==> src/rtl/lcdscr_pkg.sv <==
// Shared types and constants for the scrolling character display writer.
// No dependencies; imported by the controller, the datapath and the top level.
`default_nettype none

package lcdscr_pkg;

  // Default number of display columns per line.
  localparam int COLUMNS_DEF = 16;

  // Display controller command bytes.
  localparam logic [7:0] CMD_CLEAR    = 8'h01;
  localparam logic [7:0] CMD_SET_ADDR = 8'h80;
  localparam logic [7:0] LINE2_ADDR   = 8'h40;

  // Source of the next byte placed in the output register.
  typedef enum logic [1:0] {
    SEL_CLEAR,
    SEL_ADDR1,
    SEL_ADDR2,
    SEL_DATA
  } byte_sel_t;

  // Commands from the controller to the datapath.
  typedef struct packed {
    logic      accept;  // store the incoming character
    logic      load;    // load one byte into the output register
    logic      k_inc;   // advance the character index
    byte_sel_t sel;     // which byte to load
    logic      last;    // flag the loaded byte as the final one
  } dp_cmd_t;

  // Status from the datapath to the controller.
  typedef struct packed {
    logic out_free;     // output register can take a byte this cycle
    logic k_is_final;   // index points at the newest stored character
    logic k_line1_end;  // index points at the last column of line one
    logic cnt_ge_cols;  // a full first line is stored
    logic cnt_eq_cols;  // exactly one line is stored
  } dp_status_t;

endpackage

`default_nettype wire

==> src/rtl/lcdscr_dp.sv <==
// Datapath: character ring memory, oldest position and fill count, read index,
// and the output register. Depends on lcdscr_pkg.
`default_nettype none

module lcdscr_dp
  import lcdscr_pkg::*;
#(
  parameter int COLUMNS = COLUMNS_DEF
) (
  input  wire logic       clk,
  input  wire logic       rst,
  input  wire logic [7:0] char_code,
  input  wire dp_cmd_t    cmd,
  output dp_status_t      status,
  output logic            out_valid,
  input  wire logic       out_stall,
  output logic [7:0]      lcd_byte,
  output logic            is_data,
  output logic            last
);

  localparam int DEPTH = 2 * COLUMNS;
  localparam int IDX_W = $clog2(DEPTH);
  localparam int CNT_W = $clog2(DEPTH + 1);
  localparam logic [IDX_W:0]   DEPTH_X  = (IDX_W + 1)'(DEPTH);
  localparam logic [CNT_W-1:0] DEPTH_C  = CNT_W'(DEPTH);
  localparam logic [CNT_W-1:0] COLS_C   = CNT_W'(COLUMNS);
  localparam logic [IDX_W-1:0] COL_LAST = IDX_W'(COLUMNS - 1);
  localparam logic [IDX_W-1:0] TOP_IDX  = IDX_W'(DEPTH - 1);

  logic [7:0]       ring [DEPTH];
  logic [7:0]       rd_q;
  logic [IDX_W-1:0] oldest;
  logic [IDX_W-1:0] oldest_next;
  logic [CNT_W-1:0] count;
  logic [CNT_W-1:0] count_next;
  logic [IDX_W-1:0] k;
  logic [IDX_W-1:0] k_next;
  logic [IDX_W:0]   rd_sum;
  logic [IDX_W-1:0] rd_addr;
  logic [IDX_W:0]   wr_sum;
  logic [IDX_W-1:0] wr_addr;
  logic             full;
  logic [7:0]       byte_mux;

  // Append bookkeeping: drop the oldest entry when the ring is full.
  always_comb begin
    full        = (count == DEPTH_C);
    wr_sum      = {1'b0, oldest} + (IDX_W + 1)'(count);
    oldest_next = oldest;
    count_next  = count;
    if (full) begin
      wr_addr = oldest;
      if (oldest == TOP_IDX) begin
        oldest_next = '0;
      end else begin
        oldest_next = oldest + 1'b1;
      end
    end else begin
      wr_addr    = (wr_sum >= DEPTH_X) ? IDX_W'(wr_sum - DEPTH_X) : wr_sum[IDX_W-1:0];
      count_next = count + 1'b1;
    end
  end

  // Character index: cleared on a new character, stepped per data byte.
  always_comb begin
    k_next = k;
    if (cmd.accept) begin
      k_next = '0;
    end else if (cmd.k_inc) begin
      k_next = k + 1'b1;
    end
  end

  // Read address uses k_next so the registered rd_q matches the current index.
  always_comb begin
    rd_sum  = {1'b0, oldest} + {1'b0, k_next};
    rd_addr = (rd_sum >= DEPTH_X) ? IDX_W'(rd_sum - DEPTH_X) : rd_sum[IDX_W-1:0];
  end

  // Ring memory with a registered read port.
  always_ff @(posedge clk) begin
    if (cmd.accept) begin
      ring[wr_addr] <= char_code;
    end
    rd_q <= ring[rd_addr];
  end

  // Pointer, count and index registers.
  always_ff @(posedge clk) begin
    if (rst) begin
      oldest <= '0;
      count  <= '0;
      k      <= '0;
    end else begin
      k <= k_next;
      if (cmd.accept) begin
        oldest <= oldest_next;
        count  <= count_next;
      end
    end
  end

  // Byte selection for the output register.
  always_comb begin
    case (cmd.sel)
      SEL_CLEAR: byte_mux = CMD_CLEAR;
      SEL_ADDR1: byte_mux = CMD_SET_ADDR;
      SEL_ADDR2: byte_mux = CMD_SET_ADDR | LINE2_ADDR;
      SEL_DATA:  byte_mux = rd_q;
      default:   byte_mux = CMD_CLEAR;
    endcase
  end

  // Output register; it holds while the receiver stalls.
  always_ff @(posedge clk) begin
    if (rst) begin
      out_valid <= 1'b0;
    end else if (cmd.load) begin
      out_valid <= 1'b1;
    end else if (!out_stall) begin
      out_valid <= 1'b0;
    end
    if (cmd.load) begin
      lcd_byte <= byte_mux;
      is_data  <= (cmd.sel == SEL_DATA);
      last     <= cmd.last;
    end
  end

  // Status for the controller.
  always_comb begin
    status.out_free    = !out_valid || !out_stall;
    status.k_is_final  = (CNT_W'(k) == count - 1'b1);
    status.k_line1_end = (k == COL_LAST);
    status.cnt_ge_cols = (count >= COLS_C);
    status.cnt_eq_cols = (count == COLS_C);
  end

endmodule

`default_nettype wire

==> src/rtl/lcdscr_ctrl.sv <==
// Controller: sequences one redraw run per stored character.
// Depends on lcdscr_pkg; drives the datapath through dp_cmd_t.
`default_nettype none

module lcdscr_ctrl
  import lcdscr_pkg::*;
(
  input  wire logic       clk,
  input  wire logic       rst,
  input  wire logic       in_valid,
  output logic            in_stall,
  input  wire dp_status_t status,
  output dp_cmd_t         cmd
);

  typedef enum logic [2:0] {
    ST_IDLE,
    ST_CLEAR,
    ST_ADDR1,
    ST_LINE1,
    ST_ADDR2,
    ST_LINE2
  } state_t;

  state_t state;
  state_t state_next;

  assign in_stall = (state != ST_IDLE);

  // Next state and datapath commands.
  always_comb begin
    state_next = state;
    cmd.accept = 1'b0;
    cmd.load   = 1'b0;
    cmd.k_inc  = 1'b0;
    cmd.sel    = SEL_CLEAR;
    cmd.last   = 1'b0;
    case (state)
      ST_IDLE: begin
        if (in_valid) begin
          cmd.accept = 1'b1;
          state_next = ST_CLEAR;
        end
      end
      ST_CLEAR: begin
        cmd.sel = SEL_CLEAR;
        if (status.out_free) begin
          cmd.load   = 1'b1;
          state_next = ST_ADDR1;
        end
      end
      ST_ADDR1: begin
        cmd.sel = SEL_ADDR1;
        if (status.out_free) begin
          cmd.load   = 1'b1;
          state_next = ST_LINE1;
        end
      end
      ST_LINE1: begin
        cmd.sel  = SEL_DATA;
        cmd.last = status.k_is_final && !status.cnt_ge_cols;
        if (status.out_free) begin
          cmd.load  = 1'b1;
          cmd.k_inc = 1'b1;
          if (cmd.last) begin
            state_next = ST_IDLE;
          end else if (status.k_line1_end) begin
            state_next = ST_ADDR2;
          end
        end
      end
      ST_ADDR2: begin
        cmd.sel  = SEL_ADDR2;
        cmd.last = status.cnt_eq_cols;
        if (status.out_free) begin
          cmd.load   = 1'b1;
          state_next = cmd.last ? ST_IDLE : ST_LINE2;
        end
      end
      ST_LINE2: begin
        cmd.sel  = SEL_DATA;
        cmd.last = status.k_is_final;
        if (status.out_free) begin
          cmd.load  = 1'b1;
          cmd.k_inc = 1'b1;
          if (cmd.last) begin
            state_next = ST_IDLE;
          end
        end
      end
      default: begin
        state_next = ST_IDLE;
      end
    endcase
  end

  // State register.
  always_ff @(posedge clk) begin
    if (rst) begin
      state <= ST_IDLE;
    end else begin
      state <= state_next;
    end
  end

endmodule

`default_nettype wire

==> src/rtl/lcd_scrolling_text_writer_unit.sv <==
// Top level of the scrolling text writer for a two-line character display.
// Depends on lcdscr_pkg, lcdscr_ctrl and lcdscr_dp.
//
//   channel  direction  handshake            payload
//   input    in         in_valid / in_stall  char_code[7:0]
//   output   out        out_valid/out_stall  lcd_byte[7:0], is_data, last
//
// Each character is stored and the display is then redrawn with at most
// 3 + 2*COLUMNS bytes, so 35 bytes per request at COLUMNS = 16. Unless the
// output stalls, the controller emits one byte per cycle into the single output register.
// Reset clears the fill count and oldest position; ring contents need no reset.
// A stall on the output holds the controller in place; in_stall stays high
// until the final byte of the run has been loaded into the output register.
`default_nettype none

module lcd_scrolling_text_writer_unit
  import lcdscr_pkg::*;
#(
  parameter int COLUMNS = COLUMNS_DEF
) (
  input  wire logic       clk,
  input  wire logic       rst,
  input  wire logic       in_valid,
  output logic            in_stall,
  input  wire logic [7:0] char_code,
  output logic            out_valid,
  input  wire logic       out_stall,
  output logic [7:0]      lcd_byte,
  output logic            is_data,
  output logic            last
);

  dp_cmd_t    cmd;
  dp_status_t status;

  lcdscr_ctrl u_ctrl (
    .clk      (clk),
    .rst      (rst),
    .in_valid (in_valid),
    .in_stall (in_stall),
    .status   (status),
    .cmd      (cmd)
  );

  lcdscr_dp #(
    .COLUMNS (COLUMNS)
  ) u_dp (
    .clk       (clk),
    .rst       (rst),
    .char_code (char_code),
    .cmd       (cmd),
    .status    (status),
    .out_valid (out_valid),
    .out_stall (out_stall),
    .lcd_byte  (lcd_byte),
    .is_data   (is_data),
    .last      (last)
  );

endmodule

`default_nettype wire
==> config.mk <==
export PLATFORM = sky130hd
export DESIGN_NAME = lcd_scrolling_text_writer_unit
export DESIGN_NICKNAME = d
export VERILOG_FILES = /design/src/rtl/lcdscr_pkg.sv /design/src/rtl/lcdscr_dp.sv /design/src/rtl/lcdscr_ctrl.sv /design/src/rtl/lcd_scrolling_text_writer_unit.sv
export SDC_FILE = /design/constraint.sdc
export NUM_CORES = 1
export LEC_CHECK = 0
export BUFFER_PORTS_ARGS = -buffer_cell sky130_fd_sc_hd__buf_2
export CAP_MARGIN = 25
export CORE_MARGIN = 10
export CORE_UTILIZATION = 54
export CTS_BUF_LIST = sky130_fd_sc_hd__clkbuf_4
export CTS_CLUSTER_SIZE = 8
export DETAILED_ROUTE_END_ITERATION = 7
export PLACE_DENSITY = 0.7
export REMOVE_ABC_BUFFERS = 1
export SETUP_SLACK_MARGIN = 0.3
export SLEW_MARGIN = 20
export SYNTH_ARGS = -nofsm -noshare
export SYNTH_HDL_FRONTEND = slang
export SYNTH_HIERARCHICAL = 1
export SYNTH_SLANG_ARGS = --single-unit
==> constraint.sdc <==
create_clock -name clk -period 5.5 [get_ports clk]
set_input_delay 0.55 -clock clk [delete_from_list [all_inputs] [get_ports clk]]
set_output_delay 0.55 -clock clk [all_outputs]
set_load 0.05 [all_outputs]
==> metrics <==
pwr dens 402 nW/µm²; DRC viols 0; port bufs 23; CTS tree built; crit-path max FO 33; hold_ws 0.169 ns; Worst setup endpoint u_dp/rd_q[2]; Fill cells 1617; Total Routed Length 24400 µm; fraction of layout cells with a size suffix above 1 30.7%; critical path capture point type flop; reg2reg setup slack 0.95 ns; Yosys warning total 6; reg2reg start u_ctrl/state[1]; most common cell after layout, fill and taps aside edfxtp_1; Total GRT Usage 17.4%; vias 6524; Reg2Reg Depth 12; Die Width 170 µm; htree depth 3; Placeable Area 22000 µm²; Max transition margin 35.1%; # hold bufs at CTS 0; maximum clock path buffer count 3; Mapped Area 12200 µm²; post-CTS sizing 0; required time worst endpoint 5.98 ns; LEAKAGE 4.53 nW; largest area contributor in the netlist edfxtp_1; post-route minimum period 4.55 ns; ys flop type edfxtp_1; clk sinks 294; FP Rows 54; Worst EP arrival 5.03 ns; worst min-delay path class in -> reg; setup TNS 0 ns; RSZ-0062 raised after global routing false; Vert. Die Dim 170 µm; startpoint types flop; global-route wire length before repair 38000 µm; number of cells in the finished layout apart from fillers 1082; Starting Density 55.4%; drt pass-1 iters 7; post-synth cell types 63; Synth top area share 65.4%; wire length per cell 22.6 µm; total grt overflow 0; postcts setup bufs 0; initial antenna violation count 1; area taken by multi-input logic gates 3420 µm²; final hold vios 0; Final Setup Violations 0; number of global-route vias before repair 6636; die area 29000 µm²; FF+latch area 8550 µm²; pin count of the biggest net entering global routing 35; root buf cell clkbuf_4; CP startpoint u_ctrl/state[1]; sequential area share after synthesis 70.0%; Final Skew 0.0384 ns; Clk Latency, worst-skew pair 0.67 ns; starting DRC count in detailed routing 554; post-DP HPWL 15300 µm; max-slew violations 0; synth top area cells edfxtp_1 65%, mux4_2 12%, dfxtp_1 4.6%; RePlAce Congestion 0.851; max frequency 220 MHz; Final nets 777; Post-synth EDFFs 266; Placed Cells 953; status finished clean; Max VDD drop 0.000256 V; most frequent cells in the layout 266 x edfxtp_1, 111 x clkbuf_4, 64 x mux4_2; total of max-cap violations 0; via/cell ratio 6.03; cts bufs inserted 73; asr flop ratio synth 0%; final period utilization 82.8%; synthesized flop and latch total 294; CTS clk-pin slew, worst paths 0.06 ns; Antenna Nets Post-Route 0; I/O pin cnt 24; Crit Path Category reg -> reg; Synth Instances 676; reg2reg end u_dp/rd_q[2]; synthesis-to-finish area growth 10.3%; Tot Pwr 5.41 mW; worst-margin pin slew 0.970 ns; Mean Syn Cell Area 18.1 µm²
[layer usage]
| layer | wire length (µm) | track usage [%] | up-vias |
|---|---|---|---|
| li1 | - | - | 2902 |
| met1 | 10100 | 22.2 | 3304 |
| met2 | 12200 | 28.2 | 272 |
| met3 | 1720 | 4.33 | 46 |
| met4 | 478 | 6.86 | 0 |
| met5 | 0 | 0 | - |
[worst min-delay path by stage]
stage,startpoint,end,slack (ns),depth (start not counted)
5_1_grt,out_stall,u_dp/out_valid,0.14,3
3_5_place_dp,u_dp/out_valid,u_dp/out_valid,0.53,2
3_3_place_gp,u_dp/out_valid,u_dp/out_valid,0.50,2
6_report,out_stall,u_dp/out_valid,0.17,3
2_1_floorplan,u_dp/oldest[4],u_dp/oldest[4],0.47,2
4_1_cts,out_stall,u_dp/out_valid,0.12,3
[where the power goes]
| part | leakage [nW] | internal, mW | switching (mW) |
|---|---|---|---|
| sequential | 2.63 | 2.58 | 0.0740 |
| clock | 0.565 | 0.967 | 0.810 |
| combinational | 1.33 | 0.373 | 0.607 |
[cell type report]
class | count | area share (%)
diodes | 1 | 0.0186
multi-input cells | 338 | 25.4
flip-flops and latches | 294 | 63.5
inverters | 12 | 0.353
clock inverters | 17 | 0.725
repair buffers | 29 | 1.19
well taps | 280 | 2.60
clock buffers | 111 | 6.19
[kinds of logic (layout without fill, tap and decap cells)]
logic type	count (synthesis)	in the layout	share of synthesized area [%]
simple gates	136	136	5.58
fa+ha+maj	17	17	1.87
compound gates	65	65	3.78
buf+inv	44	169	2.24
mux	99	99	14.8
flops	294	294	70.0
other cells	0	1	0
xor+xnor	21	21	1.68
[critical path: stages (launching register included)]
cell	delay (ns)
dfxtp_1	0.54
nand2b_1	0.22
a211oi_1	0.70
xnor2_1	0.19
nor2_1	0.19
ha_4	0.16
inv_1	0.05
fa_2	0.55
buf_4	0.41
buf_4	0.52
mux4_2	0.37
mux2i_1	0.32
a221oi_1	0.13
[flip-flops by register name, indices dropped and copies added, names as in the netlist]
name	flops
u_dp/rd_q	8
u_ctrl/state	3
u_dp/count	6
u_dp/k	5
u_dp/is_data	1
u_dp/oldest	5
u_dp/lcd_byte	8
u_dp/ring	256
u_dp/last	1
u_dp/out_valid	1
[Yosys cell counts, types with 2 or more instances]
| cell | n |
|---|---|
| fa_1 | 2 |
| and3_1 | 11 |
| mux4_2 | 64 |
| nor2_1 | 56 |
| xnor2_1 | 9 |
| buf_4 | 3 |
| o21ai_1 | 3 |
| ha_1 | 15 |
| a21oi_1 | 13 |
| o22ai_1 | 8 |
| edfxtp_1 | 266 |
| nand3_1 | 9 |
| nor2b_1 | 2 |
| a221oi_1 | 7 |
| xor2_1 | 10 |
| inv_1 | 11 |
| dfxtp_1 | 28 |
| a21o_1 | 4 |
| a41oi_1 | 2 |
| nand2_1 | 16 |
| mux2i_1 | 19 |
| a211oi_1 | 3 |
| buf_6 | 11 |
| a21oi_2 | 2 |
| o21ai_0 | 5 |
| clkbuf_1 | 8 |
| or2_2 | 8 |
| a31oi_1 | 4 |
| nand4_1 | 3 |
| buf_2 | 10 |
| mux2_2 | 15 |
| nor3_1 | 9 |
| nand2b_1 | 10 |
[per-stage QoR]
step | area (µm²) | utilization (%) | setup WS [ns]
finish | 13500 | 61.1 | 0.948
global placement | 12500 | 56.8 | 0.966
floorplan | 12000 | - | 0.240
detailed placement | 12500 | 56.9 | 0.937
global route | 13500 | 61.1 | 0.631
CTS | 13500 | 61.1 | 0.980
Power figures use the tool's default switching activity.
